<file path="src/sv/config_text_tokenizer_top_defines.svh">
// Assertion macros shared by the tokenizer RTL.
// Needs clk and rst_n in the scope where a macro is used.
`ifndef CONFIG_TEXT_TOKENIZER_TOP_DEFINES_SVH
`define CONFIG_TEXT_TOKENIZER_TOP_DEFINES_SVH

// Same-cycle implication, checked out of reset.
`define CTT_ASSERT_NOW(lbl, ante, cons, msg) \
  lbl: assert property (@(posedge clk) disable iff (!rst_n) (ante) |-> (cons)) else $error(msg);

// Next-cycle implication, checked out of reset.
`define CTT_ASSERT_NEXT(lbl, ante, cons, msg) \
  lbl: assert property (@(posedge clk) disable iff (!rst_n) (ante) |=> (cons)) else $error(msg);

`endif

</file>
<file path="src/sv/ctt_pkg.sv">
// Types and constants shared by the tokenizer front end, back end and top level.
// No dependencies.
`default_nettype none

package ctt_pkg;

  // Result field widths.
  localparam int TOK_BITS = 24;
  localparam logic [TOK_BITS-1:0] TOK_MAX = {TOK_BITS{1'b1}};

  // Queue between front and back end; depth must be a power of two.
  localparam int QDEPTH    = 4;
  localparam int QPTR_BITS = $clog2(QDEPTH);
  localparam int QCNT_BITS = QPTR_BITS + 1;

  // Character codes.
  localparam logic [7:0] CH_UPPER_A = 8'd65;
  localparam logic [7:0] CH_UPPER_Z = 8'd90;
  localparam logic [7:0] CH_LOWER_A = 8'd97;
  localparam logic [7:0] CH_LOWER_Z = 8'd122;
  localparam logic [7:0] CH_UNDER   = 8'd95;
  localparam logic [7:0] CH_ZERO    = 8'd48;
  localparam logic [7:0] CH_NINE    = 8'd57;
  localparam logic [7:0] CH_SPACE   = 8'h20;
  localparam logic [7:0] CH_TAB     = 8'h09;
  localparam logic [7:0] CH_NL      = 8'h0A;
  localparam logic [7:0] CH_SEMI    = 8'h3B;
  localparam logic [7:0] CH_EQ      = 8'h3D;
  localparam logic [7:0] CH_LBRACE  = 8'h7B;
  localparam logic [7:0] CH_RBRACE  = 8'h7D;
  localparam logic [7:0] CH_LT      = 8'h3C;
  localparam logic [7:0] CH_GT      = 8'h3E;
  localparam logic [7:0] CH_COMMA   = 8'h2C;
  localparam logic [7:0] CH_SLASH   = 8'h2F;
  localparam logic [7:0] CH_STAR    = 8'h2A;
  localparam logic [7:0] CH_QUOTE   = 8'h22;
  localparam logic [7:0] CH_MINUS   = 8'h2D;
  localparam logic [7:0] CH_DOT     = 8'h2E;

  // Token kinds as they appear on the result channel.
  typedef enum logic [3:0] {
    KIND_IDENT   = 4'd0,
    KIND_VALUE   = 4'd1,
    KIND_NUMBER  = 4'd2,
    KIND_LT      = 4'd3,
    KIND_GT      = 4'd4,
    KIND_LBRACE  = 4'd5,
    KIND_RBRACE  = 4'd6,
    KIND_EQ      = 4'd7,
    KIND_SEMI    = 4'd8,
    KIND_COMMA   = 4'd9,
    KIND_SLASH   = 4'd10,
    KIND_COMMENT = 4'd11,
    KIND_END     = 4'd12,
    KIND_ERROR   = 4'd13
  } token_kind_t;

  // Character classes produced by the front end.
  typedef enum logic [3:0] {
    CLS_WS,
    CLS_HEAD,
    CLS_DIGIT,
    CLS_MINUS,
    CLS_DOT,
    CLS_QUOTE,
    CLS_SLASH,
    CLS_STAR,
    CLS_PUNCT,
    CLS_OTHER,
    CLS_END
  } char_class_t;

  // Lexer modes held by the back end.
  typedef enum logic [3:0] {
    MODE_IDLE,
    MODE_IDENT,
    MODE_NUMINT,
    MODE_NUMFRAC,
    MODE_VALUE,
    MODE_SLASH,
    MODE_COMMENT,
    MODE_CSTAR,
    MODE_ERROR
  } lex_mode_t;

  // One classified word in the queue.
  typedef struct packed {
    char_class_t cls;
    token_kind_t punct;
  } q_item_t;

  // Queue head as seen by the back end.
  typedef struct packed {
    logic    valid;
    q_item_t item;
  } q_head_t;

  // One result token.
  typedef struct packed {
    token_kind_t         kind;
    logic [TOK_BITS-1:0] start;
    logic [TOK_BITS-1:0] length;
    logic                last;
  } token_t;

endpackage

`default_nettype wire

</file>
<file path="src/sv/ctt_front.sv">
// Tokenizer front end: accepts input words, classifies each character and
// queues the class for the back end. Depends on ctt_pkg.
`default_nettype none

module ctt_front (
  input  wire                clk,
  input  wire                rst_n,
  input  wire                in_valid,
  output logic               in_stall,
  input  wire  [7:0]         in_char_byte,
  input  wire                in_end_of_stream,
  output ctt_pkg::q_head_t   q_head,
  input  wire                q_pop
);
  import ctt_pkg::*;

  q_item_t                mem [QDEPTH];
  logic [QPTR_BITS-1:0]   wr_ptr_r, wr_ptr_nxt;
  logic [QPTR_BITS-1:0]   rd_ptr_r, rd_ptr_nxt;
  logic [QCNT_BITS-1:0]   count_r, count_nxt;
  q_item_t                cls_item;
  logic                   push;
  logic                   pop;

  // Classify the incoming character.
  always_comb begin
    cls_item.punct = KIND_ERROR;
    cls_item.cls   = CLS_OTHER;
    if (in_end_of_stream) begin
      cls_item.cls = CLS_END;
    end else if ((in_char_byte >= CH_UPPER_A && in_char_byte <= CH_UPPER_Z) ||
                 (in_char_byte >= CH_LOWER_A && in_char_byte <= CH_LOWER_Z) ||
                 in_char_byte == CH_UNDER) begin
      cls_item.cls = CLS_HEAD;
    end else if (in_char_byte >= CH_ZERO && in_char_byte <= CH_NINE) begin
      cls_item.cls = CLS_DIGIT;
    end else begin
      unique case (in_char_byte)
        CH_SPACE, CH_TAB, CH_NL: cls_item.cls = CLS_WS;
        CH_MINUS:  cls_item.cls = CLS_MINUS;
        CH_DOT:    cls_item.cls = CLS_DOT;
        CH_QUOTE:  cls_item.cls = CLS_QUOTE;
        CH_SLASH:  cls_item.cls = CLS_SLASH;
        CH_STAR:   cls_item.cls = CLS_STAR;
        CH_SEMI: begin
          cls_item.cls   = CLS_PUNCT;
          cls_item.punct = KIND_SEMI;
        end
        CH_EQ: begin
          cls_item.cls   = CLS_PUNCT;
          cls_item.punct = KIND_EQ;
        end
        CH_LBRACE: begin
          cls_item.cls   = CLS_PUNCT;
          cls_item.punct = KIND_LBRACE;
        end
        CH_RBRACE: begin
          cls_item.cls   = CLS_PUNCT;
          cls_item.punct = KIND_RBRACE;
        end
        CH_LT: begin
          cls_item.cls   = CLS_PUNCT;
          cls_item.punct = KIND_LT;
        end
        CH_GT: begin
          cls_item.cls   = CLS_PUNCT;
          cls_item.punct = KIND_GT;
        end
        CH_COMMA: begin
          cls_item.cls   = CLS_PUNCT;
          cls_item.punct = KIND_COMMA;
        end
        default: cls_item.cls = CLS_OTHER;
      endcase
    end
  end

  // Queue control: stall the input side only when the queue is full.
  always_comb begin
    in_stall     = (count_r == QCNT_BITS'(QDEPTH));
    push         = in_valid && !in_stall;
    pop          = q_pop && (count_r != '0);
    wr_ptr_nxt   = push ? wr_ptr_r + 1'b1 : wr_ptr_r;
    rd_ptr_nxt   = pop ? rd_ptr_r + 1'b1 : rd_ptr_r;
    count_nxt    = count_r + QCNT_BITS'(push) - QCNT_BITS'(pop);
    q_head.valid = (count_r != '0);
    q_head.item  = mem[rd_ptr_r];
  end

  // Queue pointers and fill count.
  always_ff @(posedge clk) begin
    if (!rst_n) begin
      wr_ptr_r <= '0;
      rd_ptr_r <= '0;
      count_r  <= '0;
    end else begin
      wr_ptr_r <= wr_ptr_nxt;
      rd_ptr_r <= rd_ptr_nxt;
      count_r  <= count_nxt;
    end
  end

  // Queue storage.
  always_ff @(posedge clk) begin
    if (push) begin
      mem[wr_ptr_r] <= cls_item;
    end
  end

endmodule

`default_nettype wire

</file>
<file path="src/sv/ctt_back.sv">
// Tokenizer back end: runs the lexer on classified words and drives the
// result register plus a spill slot for a second token. Depends on ctt_pkg.
`default_nettype none

module ctt_back #(
  parameter int POS_BITS = 24
) (
  input  wire                          clk,
  input  wire                          rst_n,
  input  ctt_pkg::q_head_t             q_head,
  output logic                         q_pop,
  output logic                         out_valid,
  input  wire                          out_stall,
  output ctt_pkg::token_t              out_tok
);
  import ctt_pkg::*;

  localparam int WB = (POS_BITS > TOK_BITS) ? POS_BITS : TOK_BITS;

  lex_mode_t            mode_r, mode_nxt;
  logic [POS_BITS-1:0]  begin_r, begin_nxt;
  logic [POS_BITS-1:0]  pos_r, pos_nxt;
  token_t               out_r;
  logic                 out_valid_r;
  token_t               spill_r;
  logic                 spill_valid_r;

  logic [POS_BITS-1:0]  pend;
  logic [POS_BITS-1:0]  pos_p1;
  logic                 st_v;
  token_kind_t          st_kind;
  lex_mode_t            st_mode;
  logic                 st_begin_we;
  logic [POS_BITS-1:0]  st_begin;
  logic                 use_start;
  logic                 pre_v;
  token_kind_t          pre_kind;
  logic [POS_BITS-1:0]  pre_len;
  logic                 post_v;
  token_t               pre_tok;
  token_t               post_tok;
  token_t               tok0;
  token_t               tok1;
  logic                 two_tok;
  logic                 any_tok;
  logic                 out_free;

  // Length modulo the offset width, saturated to the result width.
  function automatic logic [TOK_BITS-1:0] sat_len(input logic [POS_BITS-1:0] len);
    logic [WB-1:0] w;
    w = WB'(len);
    if (w > WB'(TOK_MAX)) begin
      return TOK_MAX;
    end
    return w[TOK_BITS-1:0];
  endfunction

  // Low result-width bits of an offset.
  function automatic logic [TOK_BITS-1:0] low_pos(input logic [POS_BITS-1:0] p);
    logic [WB-1:0] w;
    w = WB'(p);
    return w[TOK_BITS-1:0];
  endfunction

  // What a character does when it opens a new token.
  always_comb begin
    pos_p1      = pos_r + POS_BITS'(1);
    pend        = pos_r - begin_r;
    st_v        = 1'b0;
    st_kind     = KIND_ERROR;
    st_mode     = MODE_IDLE;
    st_begin_we = 1'b0;
    st_begin    = pos_r;
    unique case (q_head.item.cls)
      CLS_PUNCT: begin
        st_v    = 1'b1;
        st_kind = q_head.item.punct;
      end
      CLS_WS: begin
        st_mode = MODE_IDLE;
      end
      CLS_SLASH: begin
        st_mode     = MODE_SLASH;
        st_begin_we = 1'b1;
      end
      CLS_QUOTE: begin
        st_mode     = MODE_VALUE;
        st_begin_we = 1'b1;
        st_begin    = pos_p1;
      end
      CLS_DIGIT, CLS_MINUS: begin
        st_mode     = MODE_NUMINT;
        st_begin_we = 1'b1;
      end
      CLS_HEAD: begin
        st_mode     = MODE_IDENT;
        st_begin_we = 1'b1;
      end
      default: begin
        st_v    = 1'b1;
        st_kind = KIND_ERROR;
        st_mode = MODE_ERROR;
      end
    endcase
  end

  // Lexer step: the pending token it closes and the state it leaves.
  always_comb begin
    use_start = 1'b0;
    pre_v     = 1'b0;
    pre_kind  = KIND_IDENT;
    pre_len   = pend;
    mode_nxt  = mode_r;
    begin_nxt = begin_r;
    pos_nxt   = pos_p1;
    if (q_head.item.cls == CLS_END) begin
      // End of stream flushes the pending token and restarts offsets.
      unique case (mode_r)
        MODE_IDENT: begin
          pre_v    = 1'b1;
          pre_kind = KIND_IDENT;
        end
        MODE_NUMINT, MODE_NUMFRAC: begin
          pre_v    = 1'b1;
          pre_kind = KIND_NUMBER;
        end
        MODE_VALUE: begin
          pre_v    = 1'b1;
          pre_kind = KIND_VALUE;
        end
        MODE_SLASH: begin
          pre_v    = 1'b1;
          pre_kind = KIND_SLASH;
          pre_len  = POS_BITS'(1);
        end
        MODE_COMMENT, MODE_CSTAR: begin
          pre_v    = 1'b1;
          pre_kind = KIND_COMMENT;
        end
        default: pre_v = 1'b0;
      endcase
      mode_nxt  = MODE_IDLE;
      begin_nxt = '0;
      pos_nxt   = '0;
    end else begin
      unique case (mode_r)
        MODE_IDENT: begin
          if (q_head.item.cls != CLS_HEAD && q_head.item.cls != CLS_DIGIT) begin
            pre_v     = 1'b1;
            pre_kind  = KIND_IDENT;
            use_start = 1'b1;
          end
        end
        MODE_NUMINT: begin
          if (q_head.item.cls == CLS_DOT) begin
            mode_nxt = MODE_NUMFRAC;
          end else if (q_head.item.cls != CLS_DIGIT) begin
            pre_v     = 1'b1;
            pre_kind  = KIND_NUMBER;
            use_start = 1'b1;
          end
        end
        MODE_NUMFRAC: begin
          if (q_head.item.cls != CLS_DIGIT) begin
            pre_v     = 1'b1;
            pre_kind  = KIND_NUMBER;
            use_start = 1'b1;
          end
        end
        MODE_VALUE: begin
          if (q_head.item.cls == CLS_QUOTE) begin
            pre_v    = 1'b1;
            pre_kind = KIND_VALUE;
            mode_nxt = MODE_IDLE;
          end
        end
        MODE_SLASH: begin
          if (q_head.item.cls == CLS_STAR) begin
            mode_nxt  = MODE_COMMENT;
            begin_nxt = pos_p1;
          end else begin
            pre_v     = 1'b1;
            pre_kind  = KIND_SLASH;
            pre_len   = POS_BITS'(1);
            use_start = 1'b1;
          end
        end
        MODE_COMMENT: begin
          if (q_head.item.cls == CLS_STAR) begin
            mode_nxt = MODE_CSTAR;
          end
        end
        MODE_CSTAR: begin
          // The closing star is not part of the content.
          if (q_head.item.cls == CLS_SLASH) begin
            pre_v    = 1'b1;
            pre_kind = KIND_COMMENT;
            pre_len  = pend - POS_BITS'(1);
            mode_nxt = MODE_IDLE;
          end else if (q_head.item.cls != CLS_STAR) begin
            mode_nxt = MODE_COMMENT;
          end
        end
        MODE_ERROR: begin
          mode_nxt = MODE_ERROR;
        end
        default: use_start = 1'b1;
      endcase
      if (use_start) begin
        mode_nxt = st_mode;
        if (st_begin_we) begin
          begin_nxt = st_begin;
        end
      end
    end
  end

  // Order the zero, one or two tokens of this word.
  always_comb begin
    pre_tok.kind   = pre_kind;
    pre_tok.start  = low_pos(begin_r);
    pre_tok.length = sat_len(pre_len);
    pre_tok.last   = 1'b0;
    if (q_head.item.cls == CLS_END) begin
      post_v          = 1'b1;
      post_tok.kind   = KIND_END;
      post_tok.length = '0;
    end else begin
      post_v          = use_start && st_v;
      post_tok.kind   = st_kind;
      post_tok.length = TOK_BITS'(1);
    end
    post_tok.start = low_pos(pos_r);
    post_tok.last  = 1'b1;
    two_tok        = pre_v && post_v;
    any_tok        = pre_v || post_v;
    tok0           = pre_v ? pre_tok : post_tok;
    tok0.last      = !two_tok;
    tok1           = post_tok;
  end

  // Take a word when the spill slot is empty and a token it yields has room.
  always_comb begin
    out_free  = !out_valid_r || !out_stall;
    q_pop     = q_head.valid && !spill_valid_r && (!any_tok || out_free);
    out_valid = out_valid_r;
    out_tok   = out_r;
  end

  // Lexer state.
  always_ff @(posedge clk) begin
    if (!rst_n) begin
      mode_r  <= MODE_IDLE;
      begin_r <= '0;
      pos_r   <= '0;
    end else if (q_pop) begin
      mode_r  <= mode_nxt;
      begin_r <= begin_nxt;
      pos_r   <= pos_nxt;
    end
  end

  // Result register and spill slot.
  always_ff @(posedge clk) begin
    if (!rst_n) begin
      out_valid_r   <= 1'b0;
      spill_valid_r <= 1'b0;
    end else begin
      priority if (spill_valid_r && out_free) begin
        out_r         <= spill_r;
        out_valid_r   <= 1'b1;
        spill_valid_r <= 1'b0;
      end else if (q_pop && any_tok) begin
        out_r         <= tok0;
        out_valid_r   <= 1'b1;
        spill_r       <= tok1;
        spill_valid_r <= two_tok;
      end else begin
        out_valid_r <= out_valid_r && out_stall;
      end
    end
  end

endmodule

`default_nettype wire

</file>
<file path="src/sv/config_text_tokenizer_top.sv">
// Top level of the configuration text tokenizer: front end, queue and back end.
// Depends on ctt_pkg, ctt_front, ctt_back and config_text_tokenizer_top_defines.svh.
//
// Usage: one character word per in_valid/in_stall handshake; in_end_of_stream
// marks the end of a stream and flushes the pending token, then an end token.
// Tokens leave on out_valid/out_stall as kind, start offset, length and a flag
// on the last token caused by one input word.
// A word is written into the queue storage; a token it causes is registered in
// the result register when the back end takes that word from the queue.
// Throughput: one word per cycle while out_stall is low and the spill slot is empty;
// the second token of a word waits in the spill slot, as there is a single result port.
// The front end holds a four-word queue, so input keeps flowing while the
// receiver stalls until that queue fills; then in_stall rises.
// Reset clears the queue, the result register and the lexer, which starts idle
// at offset zero. No payload is lost while out_stall is high: the result
// register and the spill slot hold their tokens.
`default_nettype none
`include "config_text_tokenizer_top_defines.svh"

module config_text_tokenizer_top #(
  parameter int POS_BITS = 24
) (
  input  wire         clk,
  input  wire         rst_n,
  input  wire         in_valid,
  output logic        in_stall,
  input  wire  [7:0]  in_char_byte,
  input  wire         in_end_of_stream,
  output logic        out_valid,
  input  wire         out_stall,
  output logic [3:0]  out_token_kind,
  output logic [23:0] out_token_start,
  output logic [23:0] out_token_length,
  output logic        out_last_of_run
);
  import ctt_pkg::*;

  q_head_t q_head;
  logic    q_pop;
  token_t  out_tok;

  // Front end: classify and queue.
  ctt_front u_front (
    .clk              (clk),
    .rst_n            (rst_n),
    .in_valid         (in_valid),
    .in_stall         (in_stall),
    .in_char_byte     (in_char_byte),
    .in_end_of_stream (in_end_of_stream),
    .q_head           (q_head),
    .q_pop            (q_pop)
  );

  // Back end: lexer and result register.
  ctt_back #(
    .POS_BITS (POS_BITS)
  ) u_back (
    .clk       (clk),
    .rst_n     (rst_n),
    .q_head    (q_head),
    .q_pop     (q_pop),
    .out_valid (out_valid),
    .out_stall (out_stall),
    .out_tok   (out_tok)
  );

  // Result word onto separate ports.
  assign out_token_kind   = out_tok.kind;
  assign out_token_start  = out_tok.start;
  assign out_token_length = out_tok.length;
  assign out_last_of_run  = out_tok.last;

  // The back end only takes words the queue really holds.
  `CTT_ASSERT_NOW(a_pop_has_word, q_pop, q_head.valid, "pop from empty queue")
  // An end token always closes the tokens of its input word.
  `CTT_ASSERT_NOW(a_end_is_last, out_valid && out_token_kind == KIND_END,
                  out_last_of_run && out_token_length == '0, "end token malformed")
  // An error token covers exactly the offending character and ends its word.
  `CTT_ASSERT_NOW(a_error_len, out_valid && out_token_kind == KIND_ERROR,
                  out_token_length == 24'd1 && out_last_of_run, "error token malformed")
  // A result that is not the last of its word is followed by another result.
  `CTT_ASSERT_NEXT(a_run_continues, out_valid && !out_stall && !out_last_of_run,
                   out_valid, "second token of a word missing")

endmodule

`default_nettype wire
</file>
<file path="config.mk">
export PLATFORM = sky130hd
export DESIGN_NAME = config_text_tokenizer_top
export DESIGN_NICKNAME = d
export VERILOG_FILES = /design/src/sv/ctt_pkg.sv /design/src/sv/ctt_front.sv /design/src/sv/ctt_back.sv /design/src/sv/config_text_tokenizer_top.sv
export VERILOG_INCLUDE_DIRS = /design/src /design/src/sv
export SDC_FILE = /design/constraint.sdc
export NUM_CORES = 1
export LEC_CHECK = 0
export BUFFER_PORTS_ARGS = -buffer_cell sky130_fd_sc_hd__buf_4
export CAP_MARGIN = 40
export CORE_MARGIN = 8
export CORE_UTILIZATION = 40
export DETAILED_ROUTE_END_ITERATION = 8
export GPL_TIMING_DRIVEN = 0
export HOLD_SLACK_MARGIN = 0.12
export SYNTH_ARGS = -nofsm -noshare
export SYNTH_HDL_FRONTEND = slang
export SYNTH_SLANG_ARGS = --single-unit
</file>
<file path="constraint.sdc">
create_clock -name clk -period 6.6 [get_ports clk]
set_input_delay 0 -clock clk [delete_from_list [all_inputs] [get_ports clk]]
set_output_delay 0 -clock clk [all_outputs]
set_load 0.05 [all_outputs]
</file>
Yosys cells after proc, flatten, opt, wreduce, memory -nomap -nowiden:

Memory sizes are Yosys's and may differ from the RTL's. A register that Yosys moved wholly into a read port is not among the register bits.
Index checks and enable logic that the tools add are counted.

* add/sub/neg operators: 7
* order comparisons: 7
* equality and inequality tests: 42
* multiplexer cells: 68
* bitwise operators: 2
* reduce and logical (&&, ||, !) cells: 42

Operators with widths (number)
* 24-bit two-way mux: 13
* 53-bit two-way mux: 3
* 8-bit by 6-bit equality test with 1-bit output (second input constant): 11
* 4-bit two-way mux: 20
* 4-bit one-hot mux with 7 select lines: 2
* 24-bit one-hot mux with 2 select lines: 1
* 4-bit one-hot mux with 5 select lines: 2
* 4-bit by 3-bit equality test with 1-bit output (second input constant): 8
* 24-bit by 1-bit adder with 24-bit output (second input constant): 1
* 8-bit by 7-bit equality test with 1-bit output (second input constant): 3
* 24-bit greater-than comparator (second input constant): 1
* 4-bit one-hot mux with 6 select lines: 1
* 24-bit by 1-bit subtractor with 24-bit output (second input constant): 1
* 24-bit subtractor: 1
* 1-bit two-way mux: 20
* 4-bit by 1-bit != test with 1-bit output (second input constant): 5
* 4-bit by 2-bit equality test with 1-bit output (second input constant): 4
* 8-bit by 4-bit equality test with 1-bit output (second input constant): 2
* 8-bit by 7-bit greater-or-equal comparator with 1-bit output (second input constant): 2
* 8-bit by 7-bit less-or-equal comparator with 1-bit output (second input constant): 2
* 4-bit one-hot mux with 4 select lines: 1
* 7-bit OR reduction: 2
* 1-bit logical AND: 13
* 4-bit equality test (second input constant): 3
* 28 further kinds: 46

* register bits after elaboration: 166
* RAM bits: 32
* bits of input ports: 13
* output and inout bits: 55
* word-level logic and storage cells: 184
* memories kept: 1

Memories
* u_front.mem: depth 4, bits a word 8, read ports 1, clocked after Yosys merged registers in 1, write ports 1, RTL line ctt_front.sv:17 `q_item_t mem [QDEPTH];`

Longest topological paths before layout:

* depth in word-level cells: 15
* depth in mapped cells: 20
* depth with buffers taken out: 17

Hierarchy:

Synthesis repeated with hierarchy kept, for this count alone.

* cell total of the unflattened synthesis: 1284
* area total of the unflattened synthesis: 11345.9 um2

By module, submodules not included
* ctt_back: times used 1, cells an instance 1135, area each 9355.2 um2, sequential area each 3543.4 um2
* ctt_front: times used 1, cells an instance 149, area each 1990.7 um2, sequential area each 1141.1 um2

Worst setup path after synthesis:

No wires, ideal clock.

* kind: flip-flop to flip-flop
* start point: register (tool-made name)
* end point: register u_back.spill_r[1] (netlist name) (enable)
* setup time: 0.488 ns
* arrival: 5.167 ns
* data required time: 6.112 ns
* slack: 0.945 ns
* stages on the path, launching flop included: 11
* path buffers: 3
* period minus slack after synthesis: 5.655 ns
* cells stage by stage: dfxtp_1 -> buf_6 -> mux4_2 -> buf_6 -> or3_4 -> a21oi_4 -> o21ai_2 -> nor3_4 -> o21ai_4 -> clkbuf_1 -> nor4_1

RTL lines
* end signal: assignment: RTL line ctt_back.sv:276 `spill_r <= tok1;`
* end: declaration: RTL line ctt_back.sv:25 `token_t spill_r;`

==> flow_summary.json <==
{
  "start_util": 0.403,
  "via_per_inst": 5.75,
  "holdPathEnd": "u_front.mem[0][6]$_DFFE_PP_",
  "routedWlPerCell_um": 19.5,
  "vias": 10000,
  "synth_area_um2": 11100,
  "fin_ws_ns": 1.80,
  "dp_hpwl_um": 25200,
  "rrSetupSlack_ns": 1.80,
  "die_x_um": 183,
  "worstMarginPinSlew_ns": 0.831,
  "core_um2": 27600,
  "grt_max_degree": 34,
  "area_delta_synth_final_pct": 16.3,
  "port_buffers": 67,
  "grt_pass1_vias": 9445,
  "cts_setup_buffers": 0,
  "synthCells": 1249,
  "min-delay-path-class": "input pin to register",
  "synthesis.nets": 1295,
  "cp-start-kind": "register",
  "cts_tree": "done",
  "setup_violations": 0,
  "post-route-min-period_ns": 4.80,
  "regToRegEndpoint": "u_front.count_r[2]$_SDFF_PN0_",
  "yosys.area.top_type_share": 0.308,
  "drt-initial-drc-count": 977,
  "wirelength_um": 34000,
  "synth_top_area_cell": "edfxtp_1",
  "die_h_um": 183,
  "insertion_delay_ns": 0.44,
  "yosys_warnings": 0,
  "drt_first_pass_iters": 5,
  "ioPinCount": 68,
  "path_max_fanout": 10,
  "required_ns": 6.90,
  "antenna_found_initial": 0,
  "ys_types": 91,
  "synthArstFlopShare": 0,
  "worst_r2r_path_depth": 20,
  "ys_seq_area_frac": 0.422,
  "maxCapViolCount": 0,
  "fin_tns_setup_ns": 0,
  "maxSlewHeadroom": 0.432,
  "skew_ns": 0.0159,
  "clkTransAtPathRegs_ns": 0.09,
  "synthFlopType": "edfxtp_1",
  "htreeDepth": 4,
  "root_buffer": "clkbuf_16",
  "synth_seq_cells": 177,
  "crit_type": "register to register",
  "fillers": 2655,
  "status": "completed",
  "drc_errors": 0,
  "dieArea_um2": 33300,
  "fin_nets": 1400,
  "endpoint_kind": "register",
  "cts_buffers": 17,
  "synth_area_leaders": "edfxtp_1 (31%), dfxtp_1 (11%), a21oi_1 (4.9%)",
  "dpl_cell_area_um2": 12200,
  "drv_slew": 0,
  "grt-ovfl-total": 0,
  "pre_cts_slack_ns": 1.89,
  "drive_gt1_frac": 0.135,
  "place_congestion": 0.882,
  "synth-edff-count": 114,
  "utilization": 0.468,
  "hold_viol": 0,
  "cts_sinks": 177,
  "rsz0062_at_grt": "false",
  "grt_pass1_wl_um": 53700,
  "fmax_mhz": 208,
  "hold_depth": 4,
  "cts_buffer_depth": 2,
  "antenna_cells": 0,
  "hold_start": "in_char_byte[2]",
  "seq_area_um2": 4680,
  "final_cell_area_um2": 12900,
  "critical_path_arrival_ns": 5.10,
  "period_share": 0.727,
  "grt_use_total": 0.202,
  "multiInputGateArea_um2": 5910,
  "rows": 61,
  "synth.avg_cell_area_um2": 8.89,
  "ant_nets": 0
}
==> worst max path at each step <==
stage / startpoint / to / slack, ns / depth (start not counted)
finish: register / u_front.count_r[2]$_SDFF_PN0_ / 1.80 / 20
floorplan: register / u_back.spill_r[1]$_DFFE_PP_ / 0.95 / 10
detailed placement: register / u_front.count_r[2]$_SDFF_PN0_ / 1.89 / 20
CTS: register / u_front.count_r[2]$_SDFF_PN0_ / 1.86 / 20
global route: register / u_front.count_r[2]$_SDFF_PN0_ / 1.53 / 20
global placement: register / u_back.spill_r[37]$_DFFE_PP_ / -1.40 / 10
==> per-layer routing <==
| layer | share of wire | up-vias | GRT usage |
|---|---|---|---|
| li1 | - | 4859 | - |
| met5 | 0 | - | 0 |
| met2 | 0.46 | 353 | 0.328 |
| met3 | 0.053 | 54 | 0.0290 |
| met1 | 0.47 | 4773 | 0.275 |
| met4 | 0.022 | 0 | 0.0610 |
==> timing repair <==
action,in CTS,in global routing
hold buffers,9,0
endpoints found under the hold margin,30,0
resized for setup,0,0
setup endpoints to repair,0,0
==> layout by cell type (no fill, tap or decap), types with 11 or more instances in the layout <==
cell type / Yosys / layout
clkbuf_16: 0 / 17
or3_1: 33 / 33
nor3_1: 24 / 24
nand3_1: 43 / 43
xnor2_1: 20 / 20
nor2b_1: 20 / 20
inv_1: 40 / 40
o21ai_1: 24 / 24
a31oi_1: 37 / 37
o211ai_1: 19 / 19
xor2_1: 11 / 11
a22oi_1: 14 / 14
and3_1: 22 / 22
a21oi_1: 109 / 109
nand2_1: 119 / 119
dfxtp_1: 63 / 63
a211oi_1: 13 / 13
nand4_1: 12 / 12
edfxtp_1: 114 / 114
a21o_1: 12 / 12
nand2b_1: 13 / 13
clkbuf_1: 56 / 56
buf_4: 1 / 74
o21ai_0: 66 / 66
ha_1: 31 / 31
buf_2: 17 / 19
nor2_1: 132 / 131
and2_1: 13 / 13
==> synth_stat cells (all sizes together), types with 3 or more instances <==
master,instances
a21o,12
nand2,123
a32oi,3
a21boi,5
a31oi,38
mux2i,8
o31a,3
inv,43
or4,5
o21ai,93
o2111ai,6
nor4,10
a311o,4
nor2b,20
edfxtp,114
xor2,11
nand3,44
dfxtp,63
o31ai,4
nor3,27
and3,22
o21a,9
nand3b,3
o22ai,10
a22oi,14
and2,13
nand4,12
mux4,9
a41oi,3
xnor2,20
a21oi,111
nor3b,4
clkbuf,56
nor2,132
or3,34
a311oi,4
ha,31
nand2b,13
buf,23
a2111oi,6
o221ai,6
or2,11
a211oi,13
o211ai,19
and4,3
==> state kept, by name, indices dropped and copies added, names as in the netlist, named ones only <==
signal / count
u_back.mode_r: 4
u_back.out_valid: 1
u_back.spill_valid_r: 1
u_front.mem: 32
u_back.out_tok: 53
u_back.begin_r: 24
u_front.count_r: 3
u_front.rd_ptr_r: 2
u_back.pos_r: 24
u_back.spill_r: 29
u_front.wr_ptr_r: 2
==> logic make-up (layout without fill, tap and decap cells) <==
family | Yosys count | in the layout | synth area share
AO/OA/AOI/OAI | 381 | 381 | 0.222
XOR/XNOR | 31 | 31 | 0.0245
adder cells (fa/ha/maj) | 33 | 33 | 0.0385
buffers and inverters | 123 | 241 | 0.0465
flip-flops | 177 | 177 | 0.422
multiplexers | 19 | 19 | 0.0275
AND/OR/NAND/NOR | 485 | 485 | 0.219
==> final cells by class <==
type                       instances  share of cell area
buffer                            79              0.0272
clock buffer                      17              0.0330
clock inverter                    15              0.0152
inverter                          44              0.0128
multi-input combinational        949               0.458
sequential                       177               0.363
tap                              378              0.0366
timing repair buffer              86              0.0539
==> critical path, cell delays in order (launching register included) <==
cell and delay [ns]:
dfxtp_1 0.32, buf_6 0.15, mux4_2 0.40, clkbuf_1 0.42
inv_2 0.12, nor3_2 0.71, inv_2 0.06, o21ai_1 0.19
nor3_4 0.11, o21ai_4 0.27, inv_2 0.09, buf_2 0.23
buf_2 0.27, ha_1 0.33, inv_1 0.06, ha_1 0.13
inv_1 0.05, fa_1 0.36, xor2_1 0.19, xnor2_1 0.15
nor2_1 0.06
==> per-stage QoR <==
stage	hold WS [ns]	std cells
after global placement	0.315	1694
after global routing	0.174	1745
after floorplan	0.138	1249
final	0.155	1745
after detailed placement	0.316	1704
after CTS	0.141	1745
Power is not shown: default switching activity piles up to over one toggle a cycle in this logic, so the estimate is an artifact.
